File: src/sv/sda_pkg.sv
// ============================================================================
// sda_pkg: shared types and constants for the spin density accumulator
// Field widths, spin mode codes, and the controller/datapath command and
// status words.
// ============================================================================
package sda_pkg;

    localparam int IN_W    = 104;
    localparam int OUT_W   = 256;
    localparam int AMP_W   = 16;
    localparam int OCC_W   = 17;
    localparam int SQ_W    = 32;
    localparam int DEN_W   = 48;
    localparam int OP_W    = 34;
    localparam int PROD_W  = 52;
    localparam int MODE_W  = 2;

    localparam logic [MODE_W-1:0] MODE_UNPOL  = 2'd0;
    localparam logic [MODE_W-1:0] MODE_COLL   = 2'd1;
    localparam logic [MODE_W-1:0] MODE_NONCOL = 2'd2;

    localparam logic signed [PROD_W-1:0] DEN_MAX =
        {{(PROD_W-DEN_W+1){1'b0}}, {(DEN_W-1){1'b1}}};
    localparam logic signed [PROD_W-1:0] DEN_MIN =
        {{(PROD_W-DEN_W+1){1'b1}}, {(DEN_W-1){1'b0}}};

    typedef struct packed {
        logic load_in;
        logic do_sq;
        logic do_sum;
        logic do_mul;
        logic do_acc;
    } sda_cmd_t;

    typedef struct packed {
        logic out_full;
    } sda_status_t;

endpackage

File: src/sv/sda_ctrl.sv
// ============================================================================
// sda_ctrl: sequencer for the spin density accumulator
// Walks each accepted word through product, sum, multiply and accumulate
// steps and holds the accumulate step while the output register is full.
// ============================================================================
module sda_ctrl (
    input  logic                  aclk,
    input  logic                  aresetn,
    input  logic                  s_tvalid,
    output logic                  s_tready,
    input  sda_pkg::sda_status_t  status,
    output sda_pkg::sda_cmd_t     cmd
);

    localparam logic [2:0] ST_IDLE = 3'd0;
    localparam logic [2:0] ST_SQ   = 3'd1;
    localparam logic [2:0] ST_SUM  = 3'd2;
    localparam logic [2:0] ST_MUL  = 3'd3;
    localparam logic [2:0] ST_ACC  = 3'd4;

    logic [2:0] state_reg;
    logic [2:0] state_next;

    assign s_tready    = (state_reg == ST_IDLE);
    assign cmd.load_in = s_tready && s_tvalid;
    assign cmd.do_sq   = (state_reg == ST_SQ);
    assign cmd.do_sum  = (state_reg == ST_SUM);
    assign cmd.do_mul  = (state_reg == ST_MUL);
    assign cmd.do_acc  = (state_reg == ST_ACC) && !status.out_full;

    always_comb begin
        state_next = state_reg;
        case (state_reg)
            ST_IDLE: begin
                if (s_tvalid) begin
                    state_next = ST_SQ;
                end
            end
            ST_SQ:   state_next = ST_SUM;
            ST_SUM:  state_next = ST_MUL;
            ST_MUL:  state_next = ST_ACC;
            ST_ACC: begin
                if (!status.out_full) begin
                    state_next = ST_IDLE;
                end
            end
            default: state_next = ST_IDLE;
        endcase
    end

    always_ff @(posedge aclk) begin
        if (!aresetn) begin
            state_reg <= ST_IDLE;
        end else begin
            state_reg <= state_next;
        end
    end

endmodule

File: config.mk
export PLATFORM = sky130hd
export DESIGN_NAME = sda_ctrl
export DESIGN_NICKNAME = d
export VERILOG_FILES = /design/src/sv/sda_pkg.sv /design/src/sv/sda_ctrl.sv
export SDC_FILE = /design/constraint.sdc
export NUM_CORES = 1
export LEC_CHECK = 0
export ABC_AREA = 0
export ABC_CLOCK_PERIOD_IN_PS = 950
export CORE_AREA = 2 2 39 41
export CTS_BUF_LIST = sky130_fd_sc_hd__clkbuf_2
export CTS_CLUSTER_DIAMETER = 50
export DETAILED_ROUTE_END_ITERATION = 10
export DIE_AREA = 0 0 41 43
export DONT_BUFFER_PORTS = 1
export GPL_TIMING_DRIVEN = 0
export SYNTH_ARGS = -nofsm -noshare
export SYNTH_HDL_FRONTEND = slang
export SYNTH_SLANG_ARGS = --single-unit
File: constraint.sdc
create_clock -name aclk -period 0.95 [get_ports aclk]
set_input_delay 0.19 -clock aclk [delete_from_list [all_inputs] [get_ports aclk]]
set_output_delay 0.19 -clock aclk [all_outputs]
set_load 0.02 [all_outputs]
# ---- After elaboration in Yosys (flattened, before gate mapping)
# Index checks and enable logic that the tools add are counted.
dict set report op_classes {
  n_reduce_logical 5
  n_mux 3
  eq_ne 6
}
# op count
set op_table {}
lappend op_table {{$pmux 3 s5} 1}
lappend op_table {{$eq 3x2->1 const B} 2}
lappend op_table {{$mux 3} 2}
lappend op_table {{$ne 2x2->1 const B} 2}
lappend op_table {{$eq 3x1->1 const B} 1}
lappend op_table {{$eq 3x3->1 const B} 1}
lappend op_table {{$logic_not 3->1} 1}
lappend op_table {{$logic_and 1x1->1} 2}
lappend op_table {{$reduce_and 2->1} 1}
lappend op_table {{$logic_not 1->1} 1}
dict set report totals {
  out_inout_bits 6
  regBits 3
  inputBits 4
  elab_cells 15
}

# ---- Depth between registers and ports, before layout
dict set report depth {
  depth_word 3
  mapped_depth 3
  mapped_depth_nobuf 2
}

# ---- Worst setup path after synthesis
# No wires, ideal clock.
dict set report synth_timing {
  path_kind {reg2out}
  startpoint {reg state_reg[1]}
  endpoint {out cmd[0] (netlist bit)}
  t_required_ps 760
  path_stages_with_launch 3
  slack_ps -450
  arrival_ps 1210
  n_path_buf 1
  path_cell_list {dfxtp_1 -> buf_4 -> nor4b_1}
}
# element line_no
set synth_lines {}
lappend synth_lines {{from (decl)} sda_ctrl.sv:21} ;# logic [2:0] state_reg;
lappend synth_lines {{from (signal assigned)} sda_ctrl.sv:55} ;# state_reg <= state_next;
lappend synth_lines {{to (decl)} sda_ctrl.sv:12} ;# output sda_pkg::sda_cmd_t cmd

==> run metrics <==
Slew HR=75.02%; Final Hold Vio Count=0; area of the multi-input gates=158.9 sq um; area grow syn2layout=124.8%; hold endpoint=state_reg[2]$_SDFFE_PN0P_; Worst Path Class, Setup=register to output pin; Pwr Density=1521 nW/um^2; Seq cells post-synth=3; Worst setup SP type=register; Achievable Freq=735.6 MHz; max reg flops=3; Final WS setup=-0.4095 ns; r2r setup slk=-0.13 ns; initial antenna violation count=0; Die Span Y=43 um; Seq. cell area=65.06 sq um; DP Cell Count=34; Post-Synthesis Cells=18; NumNets Final=37; floorplan die width=41 um; clock root cell=clkbuf_2; Skew-Pair Late Insertion Delay=0.21 ns; fin crit period=1.359 ns; total core area=1384 sq um; row count=14; CTS Buf Count=3; mapped cell area=171.4 sq um; Reg-to-Reg End=state_reg[2]$_SDFFE_PN0P_; sequential fraction of the synthesis area=35.04%; Initial Utilization=12.39%; Wirelength per Cell=11.52 um; RSZ-0062 raised after global routing=yes; # port buffers=0; Sink Count=3; Congestion Overflow GR=0; RR Startpoint=state_reg[1]$_SDFFE_PN0P_; Final GP Congestion=0.6465; vias=190; clk_skew=0.001682 ns; share of layout cells above drive strength 1=81.25%; drt first pass iters=1; dpl hpwl=273.9 um; Register-to-Register Path Depth=5; vias in the first global route=160; Hold Crit Class=primary input to register; WP data arrival=1.17 ns; most frequent cells in the layout=buf_4, buf_6, clkbuf_2; Setup crit end kind=output pin; Top Ports=10; most frequent standard cell in the layout excluding fill and tap cells=buf_4; Finish-stage setup viols=7; design area=385.4 sq um; hold_buf cts=0; # Max-Cap Violations=0; Pins Over Slew Limit=0; antenna-violating nets left=0; Final Non-Filler Cells=48; Leak=0.0001635 uW; violated checks=negative setup slack; post-DR vias/cell=3.958; Remaining DRCs=0; gr usage total=6.935%; CP required=0.76 ns; Hold Path Cell Cnt=1; Critical path origin=state_reg[0]$_SDFFE_PN0P_; Die Area=1763 sq um; aggregate routed wire length=553 um; syn nets=22; FILL cells=150; largest fanout on the critical path=5; Mean Syn Cell Area=9.523 sq um; CTS max path bufs=2; largest net degree at the start of global routing=8; global-route wire length before repair=669 um; Hold Path Origin=aresetn; Max VDD drop=474.9 uV; Tightest Pin Transition=0.3731 ns; initial DRC count=0; area post-placement=235.2 sq um; Netlist cell types=13; status=finished with violations; H-tree levels=1; # diodes=0; period utilization=143.1%; TritonCTS clock tree=built; Worst-path clk slew=0.04 ns; YS warnings=0
timing repair:
item,CTS,global route
cloned,0,0
setup endpoints to repair,7,7
resized for setup,1,9
buffers inserted,5,5
hold endpoints to repair,0,0
pin swaps,4,5
power by group:
part,switching (uW),internal (uW),leakage (uW),total (uW)
Clock,67.8,111,0.0000166,179
Combinational,113,151,0.000121,264
Sequential,6.99,137,0.0000258,144
cells in the mapped netlist:
master,number,share of area (%)
dfxtp_1,3,35
and3b_1,1,5.1
o21a_1,1,4.4
xnor2_1,1,5.1
nor2_1,2,4.4
nor4b_1,1,5.1
nor3b_1,2,8.8
buf_4,2,8.8
and2_1,1,3.7
nand2b_1,1,3.7
nor3_1,1,2.9
and4bb_1,1,7.3
nor3_2,1,5.8
cells by family after synthesis:
group                  after synthesis  synth area share [%]
AND/OR/NAND/NOR                     11                 46.72
flip-flops                           3                 35.04
buffers and inverters                2                 8.757
AO/OA/AOI/OAI                        1                 4.381
XOR/XNOR                             1                 5.110
through the flow:
step | hold WS [ns] | util (%) | total power (uW) | setup TNS, ns | worst slack, ns
final | 0.1046 | 27.85 | 586.1 | -2.051 | -0.4095
after global routing | 0.07131 | 27.85 | 626.7 | -2.417 | -0.4806
after detailed placement | 0.3124 | 17.00 | 288.6 | -0.4312 | -0.2122
after floorplan | 0.3076 | - | 276.8 | -0.2741 | -0.1819
after CTS | 0.09123 | 21.61 | 517.2 | -1.911 | -0.4412
after global placement | 0.3096 | 17.00 | 287.3 | -0.3926 | -0.2149
critical path, cell delays in order (launching register included):
cell and delay [ns]:
dfxtp_1 0.30, buf_6 0.12, nor3_4 0.30, and2_4 0.24
how the worst max path moves through the flow:
stage | slack, ns | end
6_report | -0.41 | cmd[4]
5_1_grt | -0.48 | cmd[4]
4_1_cts | -0.44 | cmd[4]
3_5_place_dp | -0.21 | cmd[4]
3_3_place_gp | -0.21 | cmd[4]
2_1_floorplan | -0.18 | cmd[4]
metal layers:
layer | track usage [%] | up-vias | share of wire, %
li1 | - | 90 | -
met1 | 5.484 | 87 | 36
met2 | 6.563 | 11 | 49
met3 | 8.377 | 2 | 11
met4 | 10.00 | 0 | 4.0
met5 | 0 | - | 0
cell type report:
| type | instances | share of cell area, % |
|---|---|---|
| multi-input combinational | 13 | 41.23 |
| tap | 16 | 5.195 |
| timing repair buffer | 10 | 25.65 |
| sequential | 3 | 16.88 |
| clock buffer | 4 | 5.195 |
| buffer | 2 | 5.844 |
Power figures use the tool's default switching activity.
